$ cat src/design/tono_pkg.sv
package tono_pkg;

    localparam int OPTION_COUNT   = 256;
    localparam int OPT_W          = $clog2(OPTION_COUNT);
    localparam int OPT_STATE_W    = 2;
    localparam int MAX_NAME_BYTES = 8;
    localparam int NAME_IDX_W     = 3;
    localparam int APB_ADDR_W     = 6;
    localparam int APB_DATA_W     = 64;

    // Telnet command bytes
    localparam logic [7:0] B_IAC  = 8'd255;
    localparam logic [7:0] B_DONT = 8'd254;
    localparam logic [7:0] B_DO   = 8'd253;
    localparam logic [7:0] B_WONT = 8'd252;
    localparam logic [7:0] B_WILL = 8'd251;
    localparam logic [7:0] B_SB   = 8'd250;
    localparam logic [7:0] B_SE   = 8'd240;
    localparam logic [7:0] B_ZERO = 8'd0;
    localparam logic [7:0] TT_SEND = 8'd1;

    // Option numbers
    localparam logic [7:0] OPT_ECHO  = 8'd1;
    localparam logic [7:0] OPT_SGA   = 8'd3;
    localparam logic [7:0] OPT_TTYPE = 8'd24;
    localparam logic [7:0] OPT_NAWS  = 8'd31;

    // Input commands
    localparam logic [1:0] CMD_RX        = 2'd0;
    localparam logic [1:0] CMD_REQ_LOCAL = 2'd1;
    localparam logic [1:0] CMD_REQ_PEER  = 2'd2;

    // Echo change codes
    localparam logic [1:0] ECHO_NONE = 2'd0;
    localparam logic [1:0] ECHO_ON   = 2'd1;
    localparam logic [1:0] ECHO_OFF  = 2'd2;

    // Status codes
    localparam logic [2:0] STS_OK         = 3'd0;
    localparam logic [2:0] STS_UNEXPECTED = 3'd1;
    localparam logic [2:0] STS_ALREADY_ON = 3'd2;
    localparam logic [2:0] STS_PENDING    = 3'd3;
    localparam logic [2:0] STS_BAD_CODE   = 3'd4;
    localparam logic [2:0] STS_UNK_SUBNEG = 3'd5;
    localparam logic [2:0] STS_MALFORMED  = 3'd6;

    // Register indexes on the APB port
    localparam logic [2:0] REG_LOCAL_ECHO  = 3'd0;
    localparam logic [2:0] REG_PASSTHROUGH = 3'd1;
    localparam logic [2:0] REG_COLUMNS     = 3'd2;
    localparam logic [2:0] REG_LINES       = 3'd3;
    localparam logic [2:0] REG_NAME        = 3'd4;
    localparam logic [2:0] REG_NAME_LEN    = 3'd5;

    typedef enum logic [1:0] {
        ST_NO      = 2'd0,
        ST_YES     = 2'd1,
        ST_WANTNO  = 2'd2,
        ST_WANTYES = 2'd3
    } opt_state_t;

    typedef enum logic [1:0] {
        DEST_TERM = 2'd0,
        DEST_NET  = 2'd1,
        DEST_NONE = 2'd2
    } dest_t;

    typedef enum logic [1:0] {
        PH_DATA  = 2'd0,
        PH_IAC   = 2'd1,
        PH_OPT   = 2'd2,
        PH_TTYPE = 2'd3
    } phase_t;

    typedef enum logic [3:0] {
        EV_NONE,
        EV_DATA,
        EV_STATUS,
        EV_WILL,
        EV_WONT,
        EV_DO,
        EV_DONT,
        EV_REQ_LOCAL,
        EV_REQ_PEER,
        EV_TTYPE
    } ev_kind_t;

    typedef struct packed {
        ev_kind_t   kind;
        logic [7:0] value;
        logic [2:0] status;
        logic       malformed;
    } event_t;

    typedef struct packed {
        logic       single;
        dest_t      dest;
        logic [7:0] value;
        logic       send3;
        logic [7:0] code;
        logic [7:0] opt;
        logic       naws;
        logic       ttype;
        logic [1:0] echo;
        logic [2:0] status;
    } job_t;

    typedef struct packed {
        logic        local_echo;
        logic        passthrough;
        logic [7:0]  columns;
        logic [7:0]  lines;
        logic [63:0] name;
        logic [3:0]  name_len;
    } cfg_t;

    typedef enum logic [4:0] {
        E_IDLE,
        E_SINGLE,
        E_S3_IAC,
        E_S3_CODE,
        E_S3_OPT,
        E_SB_IAC,
        E_SB_SB,
        E_SB_OPT,
        E_SB_ZERO,
        E_NAWS_COL,
        E_NAWS_COLX,
        E_NAWS_ZERO,
        E_NAWS_LIN,
        E_NAWS_LINX,
        E_TT_NAME,
        E_END_IAC,
        E_END_SE
    } emit_t;

    // Terminal type sent when no name is configured
    function automatic logic [7:0] unknown_char(input logic [NAME_IDX_W-1:0] idx);
        logic [7:0] c;
        case (idx)
            3'd0:    c = 8'h55;
            3'd1:    c = 8'h4E;
            3'd2:    c = 8'h4B;
            3'd3:    c = 8'h4E;
            3'd4:    c = 8'h4F;
            3'd5:    c = 8'h57;
            3'd6:    c = 8'h4E;
            default: c = 8'h00;
        endcase
        return c;
    endfunction

endpackage

$ cat src/design/tono_ram.sv
module tono_ram #(
    parameter int WIDTH = 2,
    parameter int DEPTH = 256
) (
    input  logic                     clk,
    input  logic                     we,
    input  logic [$clog2(DEPTH)-1:0] waddr,
    input  logic [WIDTH-1:0]         wdata,
    input  logic                     re,
    input  logic [$clog2(DEPTH)-1:0] raddr,
    output logic [WIDTH-1:0]         rdata
);

    logic [WIDTH-1:0] mem_reg [DEPTH];
    logic [WIDTH-1:0] rdata_reg;

    // Read returns the old contents on a same-address write
    always_ff @(posedge clk) begin
        if (we) begin
            mem_reg[waddr] <= wdata;
        end
        if (re) begin
            rdata_reg <= mem_reg[raddr];
        end
    end

    assign rdata = rdata_reg;

endmodule

$ cat src/design/tono_parser.sv
module tono_parser (
    input  logic                   aclk,
    input  logic                   aresetn,
    input  logic                   accept,
    input  logic [1:0]             command,
    input  logic [7:0]             data_byte,
    input  logic                   passthrough,
    output tono_pkg::event_t       ev
);
    import tono_pkg::*;

    phase_t     phase_reg, phase_next;
    logic [7:0] held_code_reg, held_code_next;
    logic [1:0] subneg_count_reg, subneg_count_next;

    logic [1:0] tail_k;
    logic [7:0] tail_expect;
    logic       tail_mismatch;
    logic       rx_parse;

    assign rx_parse      = (command == CMD_RX) && !passthrough;
    assign tail_k        = (subneg_count_reg == 2'd3) ? 2'd2 : subneg_count_reg;
    assign tail_mismatch = (data_byte != tail_expect);

    always_comb begin
        case (tail_k)
            2'd0:    tail_expect = TT_SEND;
            2'd1:    tail_expect = B_IAC;
            default: tail_expect = B_SE;
        endcase
    end

    // Next parser state
    always_comb begin
        phase_next        = phase_reg;
        held_code_next    = held_code_reg;
        subneg_count_next = subneg_count_reg;
        if (rx_parse) begin
            case (phase_reg)
                PH_DATA: begin
                    if (data_byte == B_IAC) begin
                        phase_next = PH_IAC;
                    end
                end
                PH_IAC: begin
                    if (data_byte == B_IAC) begin
                        phase_next = PH_DATA;
                    end else begin
                        held_code_next = data_byte;
                        phase_next     = PH_OPT;
                    end
                end
                PH_OPT: begin
                    phase_next = PH_DATA;
                    if (held_code_reg == B_SB && data_byte == OPT_TTYPE) begin
                        phase_next        = PH_TTYPE;
                        held_code_next    = '0;
                        subneg_count_next = '0;
                    end
                end
                PH_TTYPE: begin
                    if (tail_k == 2'd2) begin
                        phase_next        = PH_DATA;
                        held_code_next    = '0;
                        subneg_count_next = '0;
                    end else begin
                        held_code_next    = {held_code_reg[7:1],
                                             held_code_reg[0] | tail_mismatch};
                        subneg_count_next = tail_k + 2'd1;
                    end
                end
                default: phase_next = PH_DATA;
            endcase
        end
    end

    // Event handed to the update stage
    always_comb begin
        ev.kind      = EV_NONE;
        ev.value     = data_byte;
        ev.status    = STS_OK;
        ev.malformed = 1'b0;
        case (command)
            CMD_RX: begin
                if (passthrough) begin
                    ev.kind = EV_DATA;
                end else begin
                    case (phase_reg)
                        PH_DATA: begin
                            if (data_byte != B_IAC) begin
                                ev.kind = EV_DATA;
                            end
                        end
                        PH_IAC: begin
                            if (data_byte == B_IAC) begin
                                ev.kind = EV_DATA;
                            end
                        end
                        PH_OPT: begin
                            case (held_code_reg)
                                B_WILL: ev.kind = EV_WILL;
                                B_WONT: ev.kind = EV_WONT;
                                B_DO:   ev.kind = EV_DO;
                                B_DONT: ev.kind = EV_DONT;
                                B_SB: begin
                                    if (data_byte != OPT_TTYPE) begin
                                        ev.kind   = EV_STATUS;
                                        ev.status = STS_UNK_SUBNEG;
                                    end
                                end
                                default: begin
                                    ev.kind   = EV_STATUS;
                                    ev.status = STS_BAD_CODE;
                                end
                            endcase
                        end
                        PH_TTYPE: begin
                            if (tail_k == 2'd2) begin
                                ev.kind      = EV_TTYPE;
                                ev.malformed = held_code_reg[0] | tail_mismatch;
                            end
                        end
                        default: ev.kind = EV_NONE;
                    endcase
                end
            end
            CMD_REQ_LOCAL: ev.kind = EV_REQ_LOCAL;
            CMD_REQ_PEER:  ev.kind = EV_REQ_PEER;
            default:       ev.kind = EV_NONE;
        endcase
    end

    always_ff @(posedge aclk) begin
        if (!aresetn) begin
            phase_reg        <= PH_DATA;
            held_code_reg    <= '0;
            subneg_count_reg <= '0;
        end else if (accept) begin
            phase_reg        <= phase_next;
            held_code_reg    <= held_code_next;
            subneg_count_reg <= subneg_count_next;
        end
    end

endmodule

$ cat src/design/tono_update.sv
module tono_update (
    input  logic                             aclk,
    input  logic                             aresetn,
    input  logic                             in_accept,
    input  tono_pkg::event_t                 in_event,
    output logic                             in_ready,
    input  logic                             local_echo,
    input  logic [tono_pkg::OPT_STATE_W-1:0] peer_rdata,
    input  logic [tono_pkg::OPT_STATE_W-1:0] local_rdata,
    output logic                             peer_we,
    output logic                             local_we,
    output logic [tono_pkg::OPT_W-1:0]       wr_addr,
    output logic [tono_pkg::OPT_STATE_W-1:0] wr_data,
    output logic                             job_valid,
    output tono_pkg::job_t                   job,
    input  logic                             job_ready
);
    import tono_pkg::*;

    logic             s1_valid_reg;
    event_t           ev_reg;
    logic             clear_reg;
    logic [OPT_W-1:0] clear_idx_reg;
    logic             byp_peer_reg;
    logic             byp_local_reg;
    opt_state_t       byp_data_reg;

    opt_state_t peer_cur, local_cur, new_state;
    logic       wr_peer_c, wr_local_c;
    logic       job_valid_c, adv;
    logic       peer_may, we_may;
    logic [7:0] opt;
    job_t       job_c;

    assign opt = ev_reg.value;

    // Forwarded value wins over the RAM
    always_comb begin
        if (byp_peer_reg) begin
            peer_cur = byp_data_reg;
        end else begin
            peer_cur = opt_state_t'(peer_rdata);
        end
        if (byp_local_reg) begin
            local_cur = byp_data_reg;
        end else begin
            local_cur = opt_state_t'(local_rdata);
        end
    end

    assign peer_may = (opt == OPT_ECHO) ? !local_echo : (opt == OPT_SGA);
    assign we_may   = (opt == OPT_ECHO) ? local_echo :
                      (opt == OPT_SGA || opt == OPT_TTYPE || opt == OPT_NAWS);

    always_comb begin
        job_c      = '0;
        job_c.dest = DEST_NET;
        job_c.opt  = opt;
        new_state  = ST_NO;
        wr_peer_c  = 1'b0;
        wr_local_c = 1'b0;
        case (ev_reg.kind)
            EV_DATA: begin
                job_c.single = 1'b1;
                job_c.dest   = DEST_TERM;
                job_c.value  = ev_reg.value;
            end
            EV_STATUS: job_c.status = ev_reg.status;
            EV_TTYPE: begin
                job_c.ttype  = 1'b1;
                job_c.status = ev_reg.malformed ? STS_MALFORMED : STS_OK;
            end
            EV_WILL: begin
                wr_peer_c = 1'b1;
                new_state = peer_cur;
                case (peer_cur)
                    ST_NO: begin
                        job_c.send3 = 1'b1;
                        if (peer_may) begin
                            new_state  = ST_YES;
                            job_c.code = B_DO;
                        end else begin
                            job_c.code = B_DONT;
                        end
                    end
                    ST_WANTNO: begin
                        new_state    = ST_NO;
                        job_c.status = STS_UNEXPECTED;
                    end
                    ST_WANTYES: new_state = ST_YES;
                    default:    new_state = peer_cur;
                endcase
            end
            EV_WONT: begin
                wr_peer_c = 1'b1;
                new_state = ST_NO;
                if (peer_cur == ST_YES) begin
                    job_c.send3 = 1'b1;
                    job_c.code  = B_DONT;
                end
            end
            EV_DO: begin
                wr_local_c = 1'b1;
                new_state  = local_cur;
                case (local_cur)
                    ST_NO: begin
                        job_c.send3 = 1'b1;
                        if (we_may) begin
                            new_state  = ST_YES;
                            job_c.code = B_WILL;
                            job_c.echo = (opt == OPT_ECHO) ? ECHO_ON : ECHO_NONE;
                            job_c.naws = (opt == OPT_NAWS);
                        end else begin
                            job_c.code = B_WONT;
                        end
                    end
                    ST_WANTNO: begin
                        new_state    = ST_NO;
                        job_c.status = STS_UNEXPECTED;
                    end
                    ST_WANTYES: begin
                        new_state  = ST_YES;
                        job_c.echo = (opt == OPT_ECHO) ? ECHO_ON : ECHO_NONE;
                        job_c.naws = (opt == OPT_NAWS);
                    end
                    default: new_state = local_cur;
                endcase
            end
            EV_DONT: begin
                wr_local_c = 1'b1;
                new_state  = ST_NO;
                if (local_cur == ST_YES) begin
                    job_c.send3 = 1'b1;
                    job_c.code  = B_WONT;
                    job_c.echo  = (opt == OPT_ECHO) ? ECHO_OFF : ECHO_NONE;
                end
            end
            EV_REQ_LOCAL: begin
                wr_local_c = 1'b1;
                new_state  = local_cur;
                if (local_cur == ST_NO) begin
                    new_state   = ST_WANTYES;
                    job_c.send3 = 1'b1;
                    job_c.code  = B_WILL;
                end else if (local_cur == ST_YES) begin
                    job_c.status = STS_ALREADY_ON;
                end else begin
                    job_c.status = STS_PENDING;
                end
            end
            EV_REQ_PEER: begin
                wr_peer_c = 1'b1;
                new_state = peer_cur;
                if (peer_cur == ST_NO) begin
                    new_state   = ST_WANTYES;
                    job_c.send3 = 1'b1;
                    job_c.code  = B_DO;
                end else if (peer_cur == ST_YES) begin
                    job_c.status = STS_ALREADY_ON;
                end else begin
                    job_c.status = STS_PENDING;
                end
            end
            default: job_c = '0;
        endcase
        // Report-only beat when nothing else goes out
        if (!job_c.single && !job_c.send3 && !job_c.naws && !job_c.ttype &&
            (job_c.status != STS_OK || job_c.echo != ECHO_NONE)) begin
            job_c.single = 1'b1;
            job_c.dest   = DEST_NONE;
            job_c.value  = '0;
        end
        job_valid_c = job_c.single | job_c.send3 | job_c.naws | job_c.ttype;
    end

    // While clearing after reset, write NO into every entry and hold the input
    assign adv       = s1_valid_reg && (!job_valid_c || job_ready);
    assign in_ready  = !clear_reg && (!s1_valid_reg || adv);
    assign job_valid = s1_valid_reg && job_valid_c;
    assign job       = job_c;
    assign peer_we   = clear_reg || (adv && wr_peer_c);
    assign local_we  = clear_reg || (adv && wr_local_c);
    assign wr_addr   = clear_reg ? clear_idx_reg : opt;
    assign wr_data   = clear_reg ? ST_NO : new_state;

    always_ff @(posedge aclk) begin
        if (!aresetn) begin
            s1_valid_reg  <= 1'b0;
            clear_reg     <= 1'b1;
            clear_idx_reg <= '0;
            byp_peer_reg  <= 1'b0;
            byp_local_reg <= 1'b0;
        end else begin
            if (clear_reg) begin
                clear_idx_reg <= clear_idx_reg + OPT_W'(1);
                if (clear_idx_reg == OPT_W'(OPTION_COUNT - 1)) begin
                    clear_reg <= 1'b0;
                end
            end
            if (in_accept) begin
                s1_valid_reg  <= 1'b1;
                byp_peer_reg  <= peer_we && (wr_addr == in_event.value);
                byp_local_reg <= local_we && (wr_addr == in_event.value);
            end else if (adv) begin
                s1_valid_reg <= 1'b0;
            end
        end
    end

    always_ff @(posedge aclk) begin
        if (in_accept) begin
            ev_reg       <= in_event;
            byp_data_reg <= new_state;
        end
    end

endmodule

$ cat src/design/tono_emitter.sv
module tono_emitter #(
    parameter int MAX_NAME_BYTES = tono_pkg::MAX_NAME_BYTES
) (
    input  logic            aclk,
    input  logic            aresetn,
    input  logic            job_valid,
    input  tono_pkg::job_t  job,
    output logic            job_ready,
    input  tono_pkg::cfg_t  cfg,
    output logic            m_valid,
    input  logic            m_ready,
    output logic [1:0]      m_destination,
    output logic [7:0]      m_out_byte,
    output logic [1:0]      m_echo_change,
    output logic [2:0]      m_status,
    output logic            m_last
);
    import tono_pkg::*;

    emit_t                 state_reg, state_next, beat_next, first_state;
    job_t                  job_reg;
    logic [NAME_IDX_W-1:0] name_idx_reg;

    logic [3:0] name_count;
    logic       name_last;
    logic       last;
    logic [7:0] name_byte;

    always_comb begin
        if (cfg.name_len == 4'd0) begin
            name_count = 4'd7;
        end else if (cfg.name_len > 4'(MAX_NAME_BYTES)) begin
            name_count = 4'(MAX_NAME_BYTES);
        end else begin
            name_count = cfg.name_len;
        end
    end

    assign name_last = ({1'b0, name_idx_reg} == (name_count - 4'd1));
    assign name_byte = (cfg.name_len == 4'd0) ? unknown_char(name_idx_reg) :
                       cfg.name[8*name_idx_reg +: 8];

    always_comb begin
        if (job.single) begin
            first_state = E_SINGLE;
        end else if (job.send3) begin
            first_state = E_S3_IAC;
        end else begin
            first_state = E_SB_IAC;
        end
    end

    // Successor of the beat on show
    always_comb begin
        case (state_reg)
            E_S3_IAC:    beat_next = E_S3_CODE;
            E_S3_CODE:   beat_next = E_S3_OPT;
            E_S3_OPT:    beat_next = job_reg.naws ? E_SB_IAC : E_IDLE;
            E_SB_IAC:    beat_next = E_SB_SB;
            E_SB_SB:     beat_next = E_SB_OPT;
            E_SB_OPT:    beat_next = E_SB_ZERO;
            E_SB_ZERO:   beat_next = job_reg.naws ? E_NAWS_COL : E_TT_NAME;
            E_NAWS_COL:  beat_next = (cfg.columns == B_IAC) ? E_NAWS_COLX : E_NAWS_ZERO;
            E_NAWS_COLX: beat_next = E_NAWS_ZERO;
            E_NAWS_ZERO: beat_next = E_NAWS_LIN;
            E_NAWS_LIN:  beat_next = (cfg.lines == B_IAC) ? E_NAWS_LINX : E_END_IAC;
            E_NAWS_LINX: beat_next = E_END_IAC;
            E_TT_NAME:   beat_next = name_last ? E_END_IAC : E_TT_NAME;
            E_END_IAC:   beat_next = E_END_SE;
            default:     beat_next = E_IDLE;
        endcase
    end

    assign last      = (state_reg != E_IDLE) && (beat_next == E_IDLE);
    assign job_ready = (state_reg == E_IDLE) || (m_ready && last);

    always_comb begin
        if (job_ready) begin
            state_next = job_valid ? first_state : E_IDLE;
        end else if (m_ready) begin
            state_next = beat_next;
        end else begin
            state_next = state_reg;
        end
    end

    // Beat contents
    always_comb begin
        m_valid       = (state_reg != E_IDLE);
        m_destination = DEST_NET;
        m_echo_change = last ? job_reg.echo : ECHO_NONE;
        m_status      = last ? job_reg.status : STS_OK;
        m_last        = last;
        case (state_reg)
            E_IDLE: begin
                m_destination = DEST_TERM;
                m_out_byte    = B_ZERO;
            end
            E_SINGLE: begin
                m_destination = job_reg.dest;
                m_out_byte    = job_reg.value;
            end
            E_S3_IAC:    m_out_byte = B_IAC;
            E_S3_CODE:   m_out_byte = job_reg.code;
            E_S3_OPT:    m_out_byte = job_reg.opt;
            E_SB_IAC:    m_out_byte = B_IAC;
            E_SB_SB:     m_out_byte = B_SB;
            E_SB_OPT:    m_out_byte = job_reg.naws ? OPT_NAWS : OPT_TTYPE;
            E_SB_ZERO:   m_out_byte = B_ZERO;
            E_NAWS_COL:  m_out_byte = cfg.columns;
            E_NAWS_COLX: m_out_byte = B_IAC;
            E_NAWS_ZERO: m_out_byte = B_ZERO;
            E_NAWS_LIN:  m_out_byte = cfg.lines;
            E_NAWS_LINX: m_out_byte = B_IAC;
            E_TT_NAME:   m_out_byte = name_byte;
            E_END_IAC:   m_out_byte = B_IAC;
            E_END_SE:    m_out_byte = B_SE;
            default:     m_out_byte = B_ZERO;
        endcase
    end

    always_ff @(posedge aclk) begin
        if (!aresetn) begin
            state_reg    <= E_IDLE;
            name_idx_reg <= '0;
        end else begin
            state_reg <= state_next;
            if (job_ready) begin
                name_idx_reg <= '0;
            end else if (state_reg == E_TT_NAME && m_ready && !name_last) begin
                name_idx_reg <= name_idx_reg + 1'b1;
            end
        end
    end

    always_ff @(posedge aclk) begin
        if (job_ready && job_valid) begin
            job_reg <= job;
        end
    end

endmodule

$ cat src/design/telnet_option_negotiator.sv
// Telnet option negotiator, client side.
//
// Input channel (s_*): one beat per received network byte (command 0) or
// per local request to enable our option (1) or the peer's option (2).
// Result channel (m_*): zero or more beats per input beat, in order; the
// final beat of an input carries m_last, the echo change and the status.
// Data bytes go to the terminal, negotiation replies go to the network.
// APB port: six registers at 8-byte strides; write only while idle.
//
// Flow: the beat is parsed and the RAM read registered; the state update
// then passes the reply to the emitter, which registers and shows it.
// Ordinary data sustains one beat per cycle while m_ready is high. A reply
// burst of n beats (up to 14) holds the input until its last beat is
// taken; the per-option state RAMs are read, updated and written back once
// per input beat, with a forward path for back-to-back hits.
// Reset: a clearing pass writes NO into all 256 option entries, one per
// cycle, with s_ready low until the pass ends; the parser restarts in
// plain data; registers take their reset values.
// Stall: when m_ready drops the current beat holds, the update stage
// fills and s_ready falls; nothing is lost or repeated.
module telnet_option_negotiator #(
    parameter int MAX_NAME_BYTES = tono_pkg::MAX_NAME_BYTES
) (
    input  logic                            aclk,
    input  logic                            aresetn,
    input  logic                            s_valid,
    output logic                            s_ready,
    input  logic [1:0]                      s_command,
    input  logic [7:0]                      s_data_byte,
    output logic                            m_valid,
    input  logic                            m_ready,
    output logic [1:0]                      m_destination,
    output logic [7:0]                      m_out_byte,
    output logic [1:0]                      m_echo_change,
    output logic [2:0]                      m_status,
    output logic                            m_last,
    input  logic                            psel,
    input  logic                            penable,
    input  logic                            pwrite,
    input  logic [tono_pkg::APB_ADDR_W-1:0] paddr,
    input  logic [tono_pkg::APB_DATA_W-1:0] pwdata,
    output logic [tono_pkg::APB_DATA_W-1:0] prdata,
    output logic                            pready
);
    import tono_pkg::*;

    // Configuration registers
    logic        local_echo_reg;
    logic        passthrough_reg;
    logic [7:0]  columns_reg;
    logic [7:0]  lines_reg;
    logic [63:0] name_reg;
    logic [3:0]  name_len_reg;
    cfg_t        cfg;

    logic       cfg_wr;
    logic [2:0] reg_idx;

    logic                   s_accept;
    event_t                 ev;
    logic                   peer_we, local_we;
    logic [OPT_W-1:0]       wr_addr;
    logic [OPT_STATE_W-1:0] wr_data;
    logic [OPT_STATE_W-1:0] peer_rdata, local_rdata;
    logic                   job_valid, job_ready;
    job_t                   job;

    assign pready  = 1'b1;
    assign reg_idx = paddr[5:3];
    assign cfg_wr  = psel && penable && pwrite && pready;

    always_ff @(posedge aclk) begin
        if (!aresetn) begin
            local_echo_reg  <= 1'b0;
            passthrough_reg <= 1'b0;
            columns_reg     <= 8'd80;
            lines_reg       <= 8'd24;
            name_reg        <= '0;
            name_len_reg    <= '0;
        end else if (cfg_wr) begin
            case (reg_idx)
                REG_LOCAL_ECHO:  local_echo_reg  <= pwdata[0];
                REG_PASSTHROUGH: passthrough_reg <= pwdata[0];
                REG_COLUMNS:     columns_reg     <= pwdata[7:0];
                REG_LINES:       lines_reg       <= pwdata[7:0];
                REG_NAME:        name_reg        <= pwdata[63:0];
                REG_NAME_LEN:    name_len_reg    <= pwdata[3:0];
                default: ;
            endcase
        end
    end

    // Read back, zero-extended
    always_comb begin
        case (reg_idx)
            REG_LOCAL_ECHO:  prdata = {63'd0, local_echo_reg};
            REG_PASSTHROUGH: prdata = {63'd0, passthrough_reg};
            REG_COLUMNS:     prdata = {56'd0, columns_reg};
            REG_LINES:       prdata = {56'd0, lines_reg};
            REG_NAME:        prdata = name_reg;
            REG_NAME_LEN:    prdata = {60'd0, name_len_reg};
            default:         prdata = '0;
        endcase
    end

    assign cfg.local_echo  = local_echo_reg;
    assign cfg.passthrough = passthrough_reg;
    assign cfg.columns     = columns_reg;
    assign cfg.lines       = lines_reg;
    assign cfg.name        = name_reg;
    assign cfg.name_len    = name_len_reg;

    assign s_accept = s_valid && s_ready;

    // Stage 0: parse the beat and launch the RAM reads
    tono_parser u_parser (
        .aclk        (aclk),
        .aresetn     (aresetn),
        .accept      (s_accept),
        .command     (s_command),
        .data_byte   (s_data_byte),
        .passthrough (passthrough_reg),
        .ev          (ev)
    );

    tono_ram #(
        .WIDTH (OPT_STATE_W),
        .DEPTH (OPTION_COUNT)
    ) u_peer_ram (
        .clk   (aclk),
        .we    (peer_we),
        .waddr (wr_addr),
        .wdata (wr_data),
        .re    (s_accept),
        .raddr (s_data_byte),
        .rdata (peer_rdata)
    );

    tono_ram #(
        .WIDTH (OPT_STATE_W),
        .DEPTH (OPTION_COUNT)
    ) u_local_ram (
        .clk   (aclk),
        .we    (local_we),
        .waddr (wr_addr),
        .wdata (wr_data),
        .re    (s_accept),
        .raddr (s_data_byte),
        .rdata (local_rdata)
    );

    // Stage 1: modify the option state, write it back, build the reply
    tono_update u_update (
        .aclk        (aclk),
        .aresetn     (aresetn),
        .in_accept   (s_accept),
        .in_event    (ev),
        .in_ready    (s_ready),
        .local_echo  (local_echo_reg),
        .peer_rdata  (peer_rdata),
        .local_rdata (local_rdata),
        .peer_we     (peer_we),
        .local_we    (local_we),
        .wr_addr     (wr_addr),
        .wr_data     (wr_data),
        .job_valid   (job_valid),
        .job         (job),
        .job_ready   (job_ready)
    );

    // Output: play the reply out one beat at a time
    tono_emitter #(
        .MAX_NAME_BYTES (MAX_NAME_BYTES)
    ) u_emitter (
        .aclk          (aclk),
        .aresetn       (aresetn),
        .job_valid     (job_valid),
        .job           (job),
        .job_ready     (job_ready),
        .cfg           (cfg),
        .m_valid       (m_valid),
        .m_ready       (m_ready),
        .m_destination (m_destination),
        .m_out_byte    (m_out_byte),
        .m_echo_change (m_echo_change),
        .m_status      (m_status),
        .m_last        (m_last)
    );

endmodule

$ cat config.mk
export PLATFORM = sky130hd
export DESIGN_NAME = telnet_option_negotiator
export DESIGN_NICKNAME = d
export VERILOG_FILES = /design/src/design/tono_pkg.sv /design/src/design/tono_ram.sv /design/src/design/tono_parser.sv /design/src/design/tono_update.sv /design/src/design/tono_emitter.sv /design/src/design/telnet_option_negotiator.sv
export SDC_FILE = /design/constraint.sdc
export NUM_CORES = 2
export LEC_CHECK = 0
export BUFFER_PORTS_ARGS = -buffer_cell sky130_fd_sc_hd__buf_2
export CAP_MARGIN = 20
export CORE_UTILIZATION = 55
export CTS_CLUSTER_SIZE = 14
export DETAILED_ROUTE_END_ITERATION = 6
export PLACE_DENSITY_LB_ADDON = 0.1
export SLEW_MARGIN = 40
export SYNTH_ARGS = -nofsm -noshare
export SYNTH_HDL_FRONTEND = slang
export SYNTH_SLANG_ARGS = --single-unit
$ cat constraint.sdc
create_clock -name aclk -period 44 [get_ports aclk]
set_input_delay 4.4 -clock aclk [delete_from_list [all_inputs] [get_ports aclk]]
set_output_delay 4.4 -clock aclk [all_outputs]
set_load 0.02 [all_outputs]
Word-level counts from Yosys, hierarchy flattened
Memories as Yosys holds them, arrays and structs flattened. A register that Yosys moved wholly into a read port is not among the register bits.
Index checks and enable logic that the tools add are counted.
{ "word_totals": {"ff_bits": 168, "ramBits": 1024, "output_inout_bits": 83, "word_cells": 292, "n_memories": 2} }
{ "memory_table": {"columns": ["name", "words", "word_bits", "rd", "rd_ports_with_merged_regs", "write_ports", "line", "source"], "rows": [
  ["u_local_ram.mem_reg", 256, 2, 1, 1, 1, "tono_ram.sv:14", "logic [WIDTH-1:0] mem_reg [DEPTH];"],
  ["u_peer_ram.mem_reg", 256, 2, 1, 1, 1, "tono_ram.sv:14", null]
]} }
{ "classes": {"addsub": 4, "n_lt_le_gt_ge": 1, "n_eq_ne": 73, "shifts": 1, "n_mux": 97, "bitwise": 9, "n_reduce_logical": 76} }
{ "ops": {"columns": ["operator", "n"], "rows": [
  ["case mux 64 bit (6 select lines)", 1],
  ["case mux 8 bit (10 select lines)", 1],
  ["== test 8 bit (second input constant)", 9],
  ["case mux 5 bit (14 select lines)", 1],
  ["indexed part select 64 x 7 -> 8 bit", 1],
  ["two-way mux 9 bit", 6],
  ["case mux 9 bit (6 select lines)", 1],
  ["two-way mux 2 bit", 22],
  ["== test 5 x 4 -> 1 bit (second input constant)", 8],
  ["two-way mux 8 bit", 5],
  ["case mux 7 bit (5 select lines)", 1],
  ["two-way mux 3 bit", 9],
  ["== test 8 x 5 -> 1 bit (second input constant)", 3],
  ["two-way mux 1 bit", 24],
  ["case mux 8 bit (3 select lines)", 1],
  ["case mux 11 bit (2 select lines)", 1],
  ["logical AND 1 bit", 21],
  ["== test 5 x 3 -> 1 bit (second input constant)", 4],
  ["two-way mux 5 bit", 4],
  ["== test 2 bit (second input constant)", 9],
  ["case mux 3 bit (6 select lines)", 1],
  ["== test 4 x 3 -> 1 bit (second input constant)", 4],
  ["two-way mux 4 bit", 4],
  ["case mux 2 bit (2 select lines)", 4],
  ["54 further kinds", 116]
]} }

Depth between registers and ports, before layout
{ "depth": {"ltp_word": 23, "depth_mapped": 13, "depth_no_buf": 10} }

Hierarchy
From an unflattened synthesis, not the netlist that was laid out.
{ "hier_totals": {"cells_unflattened": 3580, "hier_area_um2": 52983.3} }
{ "modules_own_cells": {"columns": ["mod", "n_inst", "cells_each", "area_per_inst_um2", "seq_area_each_um2"], "rows": [
  ["tono_ram", 2, 1242, 21401.8, 15434.8],
  ["telnet_option_negotiator", 1, 451, 4063.9, 1721.7],
  ["tono_emitter", 1, 278, 2900.3, 1121.1],
  ["tono_update", 1, 244, 2269.7, 780.7],
  ["tono_parser", 1, 123, 945.9, 240.2]
]} }

Least setup slack after synthesis
No wires, ideal clock.
{ "synth_path": {"path_type": "register -> register", "from": "register u_update.ev_reg (netlist bit u_update.opt[4])", "to": "memory u_local_ram.mem_reg[0][0], data pin", "setup_ns": 2.942, "arrival_ns": 15.281, "slack_ns": 25.777, "stages_incl_launch_ff": 8, "n_path_buf": 0, "cell_sequence": "edfxtp_1 > nor3_1 > o21ai_0 > a21boi_0 > o21a_1 > a21oi_1 > or3_1 > a21oi_1"} }
{ "synth_between": {"elab_chain_cells": 8} }
{ "synth_rtl": {"columns": ["element", "line", "source"], "rows": [
  ["from (decl)", "tono_update.sv:21", "event_t ev_reg;"],
  ["from (signal assigned)", "tono_update.sv:212", "ev_reg <= in_event;"],
  ["== test 8 x 2 -> 1 bit or == test 8 x 5 -> 1 bit (tied branches)", "tono_update.sv:51, tono_update.sv:53", null],
  ["logical OR 1 bit (2 in series)", "tono_update.sv:53", "(opt == OPT_SGA || opt == OPT_TTYPE || opt == OPT_NAWS);"],
  ["two-way mux 1 bit", "tono_update.sv:52", "assign we_may = (opt == OPT_ECHO) ? local_echo :"],
  ["two-way mux 2 bit", "tono_update.sv:108", "if (we_may) begin"],
  ["case mux 2 bit (3 select lines)", "tono_update.sv:105", "case (local_cur)"],
  ["case mux 2 bit (4 select lines) (*)", "tono_update.sv:62", "case (ev_reg.kind)"],
  ["two-way mux 2 bit (*)", "tono_update.sv:184", "assign wr_data = clear_reg ? ST_NO : new_state;"],
  ["named net u_local_ram.wdata[0]", "tono_ram.sv:8", "input logic [WIDTH-1:0] wdata,"],
  ["to (decl)", "tono_ram.sv:14", null]
]} }
The timed path passes the listed nets; every way through them passes the cells marked *.

Worst setup path in the final report
{ "layout_path": {"from": "input port paddr[5] (netlist bit)", "to": "output port prdata[1] (netlist bit)"} }
{ "layout_between": {"elab_chain_cells": 2} }
{ "layout_rtl": {"columns": ["element", "line", "source"], "rows": [
  ["from (decl)", "telnet_option_negotiator.sv:40", "input logic [tono_pkg::APB_ADDR_W-1:0] paddr,"],
  ["== test 3 bit (tied with other cells)", "telnet_option_negotiator.sv:95", "case (reg_idx)"],
  ["case mux 64 bit (6 select lines) (*)", "telnet_option_negotiator.sv:95", null],
  ["to (decl)", "telnet_option_negotiator.sv:42", "output logic [tono_pkg::APB_DATA_W-1:0] prdata,"]
]} }
Every way passes the cells marked *; elsewhere a longest branch is shown, timed or not.

==> impl_metrics.prom <==
# TYPE chip_impl_metric gauge
chip_impl_info{name="status",value="finished, final reports clean"} 1
chip_impl_metric{name="area_delta_synth_final",unit="%"} 11.2
chip_impl_metric{name="syn_nets",unit=""} 3705
chip_impl_metric{name="dieWidth",unit="µm"} 310
chip_impl_info{name="tritoncts",value="built"} 1
chip_impl_metric{name="crit_fanout",unit=""} 63
chip_impl_metric{name="ys_seq_area_frac",unit=""} 0.661
chip_impl_info{name="timing.critical_path.to_type",value="primary output"} 1
chip_impl_metric{name="grt_first_pass_wirelength",unit="µm"} 212000
chip_impl_metric{name="max-clock-path-buffers",unit=""} 3
chip_impl_metric{name="setup.reg_to_reg.worst_slack",unit="ns"} 39.06
chip_impl_metric{name="multiInputGateArea",unit="µm²"} 16400
chip_impl_metric{name="drt-pass1-iter-count",unit=""} 5
chip_impl_metric{name="synth_enable_flop_cells",unit=""} 1073
chip_impl_metric{name="final_antenna_net_count",unit=""} 0
chip_impl_metric{name="clock_insertion_delay_worst_skew",unit="ns"} 0.72
chip_impl_metric{name="post_synth_inst_count",unit=""} 3606
chip_impl_metric{name="worstPathRequired",unit="ns"} 39.60
chip_impl_metric{name="post-route-drc-count",unit=""} 0
chip_impl_metric{name="fin_crit",unit="ns"} 10.36
chip_impl_metric{name="static-leakage-power",unit="nW"} 21.4
chip_impl_metric{name="synth-seq-cells",unit=""} 1191
chip_impl_info{name="chain_of_cells_forming_the_critical_path",value="buf_4 -> nand2b_1 -> nor2_1 -> a32oi_1 -> nand2_1 -> buf_2"} 1
chip_impl_metric{name="dp_slack",unit="ns"} 33.39
chip_impl_metric{name="num-fill-cells",unit=""} 6990
chip_impl_info{name="worstHoldEndpoint",value="u_parser.held_code_reg[4]"} 1
chip_impl_metric{name="per_cell_via_count_in_the_routed_design",unit=""} 6.59
chip_impl_metric{name="muxShareOfSynthArea",unit=""} 0.136
chip_impl_info{name="critical_path.startpoint_type",value="input pin"} 1
chip_impl_metric{name="initial_utilization",unit=""} 0.558
chip_impl_metric{name="num-nets-final",unit=""} 3772
chip_impl_metric{name="synth-warning-count",unit=""} 0
chip_impl_info{name="source_of_the_worst_hold_timing_path",value="u_parser.held_code_reg[4]"} 1
chip_impl_metric{name="ff_to_ff_path_depth",unit=""} 11
chip_impl_metric{name="crit_path_max_incr_delay",unit="ns"} 0.50
chip_impl_metric{name="cp.arrival",unit="ns"} 5.96
chip_impl_info{name="r2r_start",value="u_update.opt[4]"} 1
chip_impl_metric{name="setup_viol",unit=""} 0
chip_impl_metric{name="peak_supply_drop",unit="V"} 0.0000384
chip_impl_metric{name="coreArea",unit="µm²"} 93700
chip_impl_metric{name="grt_max_degree",unit=""} 220
chip_impl_metric{name="cts.hold.buffers_added",unit=""} 0
chip_impl_metric{name="final-max-slew-violation-count",unit=""} 0
chip_impl_metric{name="drv_cap",unit=""} 0
chip_impl_metric{name="io_buffers",unit=""} 165
chip_impl_metric{name="fmaxAchievable",unit="MHz"} 96.5
chip_impl_metric{name="syn-cell-area",unit="µm²"} 52300
chip_impl_metric{name="skew",unit="ns"} 0.0283
chip_impl_info{name="regToRegEndpoint",value="u_peer_ram.mem_reg[149][0]"} 1
chip_impl_metric{name="layout_setup_ws",unit="ns"} 33.64
chip_impl_metric{name="postSynth.asyncResetShare",unit=""} 0
chip_impl_metric{name="post_route_cells_drive_above_1_share",unit=""} 0.190
chip_impl_metric{name="cts_resized",unit=""} 0
chip_impl_metric{name="dp_hpwl",unit="µm"} 87200
chip_impl_metric{name="die_area",unit="µm²"} 96400
chip_impl_metric{name="synth_cell_types",unit=""} 76
chip_impl_metric{name="hold_depth",unit=""} 2
chip_impl_metric{name="min_period_over_period",unit=""} 0.236
chip_impl_metric{name="io_pins",unit=""} 170
chip_impl_metric{name="core.rowCount",unit=""} 112
chip_impl_metric{name="vias",unit=""} 33200
chip_impl_info{name="min-delay-path-class",value="register to register"} 1
chip_impl_metric{name="ff_latch_area",unit="µm²"} 34600
chip_impl_info{name="cp_slowest_cell",value="sky130_fd_sc_hd__nor2_1"} 1
chip_impl_metric{name="gp_routability_congestion",unit=""} 0.906
chip_impl_metric{name="synth_xor_xnor_area_share",unit=""} 0.00385
chip_impl_metric{name="fin_setup_tns",unit="ns"} 0
chip_impl_metric{name="number_of_buffers_created_by_cts",unit=""} 120
chip_impl_metric{name="first_global_vias",unit=""} 33400
chip_impl_metric{name="postCtsSetupBuffers",unit=""} 0
chip_impl_metric{name="htree_levels",unit=""} 3
chip_impl_metric{name="globalRoute.totalOverflow",unit=""} 0
chip_impl_metric{name="wire_per_inst",unit="µm"} 28.7
chip_impl_metric{name="global_route_usage_over_all_layers",unit=""} 0.299
chip_impl_metric{name="die-height",unit="µm"} 310
chip_impl_metric{name="grt_antenna_before_repair",unit=""} 3
chip_impl_metric{name="power_density",unit="nW/µm²"} 41.2
chip_impl_info{name="rsz0062_at_grt",value="no"} 1
chip_impl_metric{name="finalHoldViolCount",unit=""} 0
chip_impl_metric{name="slew_headroom",unit=""} 0.366
chip_impl_metric{name="yosys.area_share.simple",unit=""} 0.118
chip_impl_info{name="synthFlopType",value="sky130_fd_sc_hd__edfxtp_1"} 1
chip_impl_metric{name="detail_route.iter0.violations",unit=""} 3945
chip_impl_metric{name="synth.avg_cell_area",unit="µm²"} 14.5
chip_impl_info{name="critPathKind",value="input pin to primary output"} 1
chip_impl_metric{name="clk_pin_slew",unit="ns"} 0.06
chip_impl_info{name="main_combinational_cell_family_by_area_after_synthesis",value="multiplexers"} 1
chip_impl_metric{name="totalWireLength",unit="µm"} 144000
chip_impl_info{name="cts.root.buffer_cell",value="sky130_fd_sc_hd__clkbuf_16"} 1
chip_impl_metric{name="tritoncts_num_sinks",unit=""} 1191
chip_impl_metric{name="synth-compound-area-share",unit=""} 0.0492
chip_impl_metric{name="worst_slew_pin_slew",unit="ns"} 0.948
chip_impl_metric{name="post_synthesis_share_of_cell_area_spent_on_full_adders_half_adders_and_majority_gates",unit=""} 0.00306
## through the flow
step           instances  hold WS [ns]  area, µm²  total power, mW   util
2_1_floorplan       3606         0.434      52300             1.34      -
3_3_place_gp        4795         0.442      54000             1.40  0.576
3_5_place_dp        4803         0.464      54200             1.40  0.578
4_1_cts             5029         0.472      58100             2.41  0.620
5_1_grt             5031         0.485      58200             2.46  0.621
6_report            5032         0.467      58200             2.40  0.621
## worst max-delay path by stage
stage | start | endpoint | slack (ns)
2_1_floorplan | u_update.opt[4] | u_local_ram.mem_reg[0][0] | 25.78
3_3_place_gp | paddr[5] | prdata[5] | 33.44
3_5_place_dp | paddr[5] | prdata[1] | 33.39
4_1_cts | paddr[5] | prdata[1] | 33.40
5_1_grt | paddr[5] | prdata[1] | 33.49
6_report | paddr[5] | prdata[1] | 33.64
## cells by family (layout without fill, tap and decap cells)
group	after synthesis	after routing
multiplexers	410	410
buffers and inverters	307	478
other	1	2
adder cells (fa/ha/maj)	13	13
AND/OR/NAND/NOR	1269	1269
flip-flops	1191	1191
AO/OA/AOI/OAI	392	392
XOR/XNOR	23	23
## power breakdown
group	internal, mW	total [mW]	switching [mW]
Clock	0.583	1.01	0.430
Sequential	1.22	1.23	0.00794
Combinational	0.0474	0.158	0.110
## metal layers
layer	part of all wire	GRT usage	up-vias
met5	0.00024	0	-
met4	0.043	0.122	4
met3	0.088	0.0555	304
met2	0.48	0.487	1697
met1	0.39	0.400	16800
li1	-	-	14400
## cells in the final DEF, fill, tap and decap left out, drive strengths merged, types with 14 or more instances in the layout
master	Yosys	routed
clkinv	1	52
o22ai	33	33
nand2b	14	14
inv	19	22
nand4	17	17
nor3	481	481
xnor2	14	14
nand2	360	360
nand3	31	31
edfxtp	1073	1073
dfxtp	118	118
a31oi	18	18
nor2b	25	25
buf	123	230
o21ai	49	49
clkbuf	164	156
nor4	47	47
o221ai	17	17
a22oi	43	43
nor2	150	150
and2	27	27
mux2	16	16
mux2i	153	153
a21oi	121	121
a211oi	29	29
and3	64	64
mux4	241	241
## synthesized netlist by cell type, types with 11 or more instances
library cell	count	area share
sky130_fd_sc_hd__edfxtp_1	1073	0.62
sky130_fd_sc_hd__clkbuf_1	164	0.012
sky130_fd_sc_hd__nand2b_1	14	0.0017
sky130_fd_sc_hd__nand3_1	30	0.0029
sky130_fd_sc_hd__xnor2_1	14	0.0023
sky130_fd_sc_hd__and2_1	27	0.0032
sky130_fd_sc_hd__or3_1	12	0.0014
sky130_fd_sc_hd__o21ai_0	48	0.0046
sky130_fd_sc_hd__nor3_1	481	0.046
sky130_fd_sc_hd__inv_1	19	0.0014
sky130_fd_sc_hd__buf_4	25	0.0036
sky130_fd_sc_hd__mux2i_1	153	0.029
sky130_fd_sc_hd__nor4_2	11	0.0026
sky130_fd_sc_hd__o22ai_1	33	0.0039
sky130_fd_sc_hd__nor4_1	36	0.0043
sky130_fd_sc_hd__buf_2	66	0.0063
sky130_fd_sc_hd__a21oi_1	121	0.012
sky130_fd_sc_hd__nor2b_1	25	0.0030
sky130_fd_sc_hd__buf_6	20	0.0043
sky130_fd_sc_hd__nand2_1	360	0.026
sky130_fd_sc_hd__dfxtp_1	118	0.045
sky130_fd_sc_hd__a211oi_1	29	0.0042
sky130_fd_sc_hd__mux4_2	241	0.10
sky130_fd_sc_hd__a22oi_1	43	0.0062
sky130_fd_sc_hd__ha_1	12	0.0029
sky130_fd_sc_hd__a31oi_1	18	0.0022
sky130_fd_sc_hd__nor2_1	150	0.011
sky130_fd_sc_hd__o221ai_1	17	0.0028
sky130_fd_sc_hd__mux2_2	16	0.0034
sky130_fd_sc_hd__and3_1	64	0.0077
sky130_fd_sc_hd__buf_1	12	0.00086
sky130_fd_sc_hd__nand4_1	17	0.0020
## worst max-delay path: cells and delay by family
kind            cells  cell delay, ns
simple gates        3            0.87
buf+inv             2            0.58
compound gates      1            0.12
## cell type report
cell class / count / share of cell area
tap: 1254 / 0.0270
antenna: 1 / 0.0000430
multi-input combinational: 2108 / 0.282
inverter: 20 / 0.00129
timing repair buffer: 232 / 0.0276
clock buffer: 154 / 0.0556
clock inverter: 72 / 0.0118
sequential: 1191 / 0.594
Power figures use the tool's default switching activity.
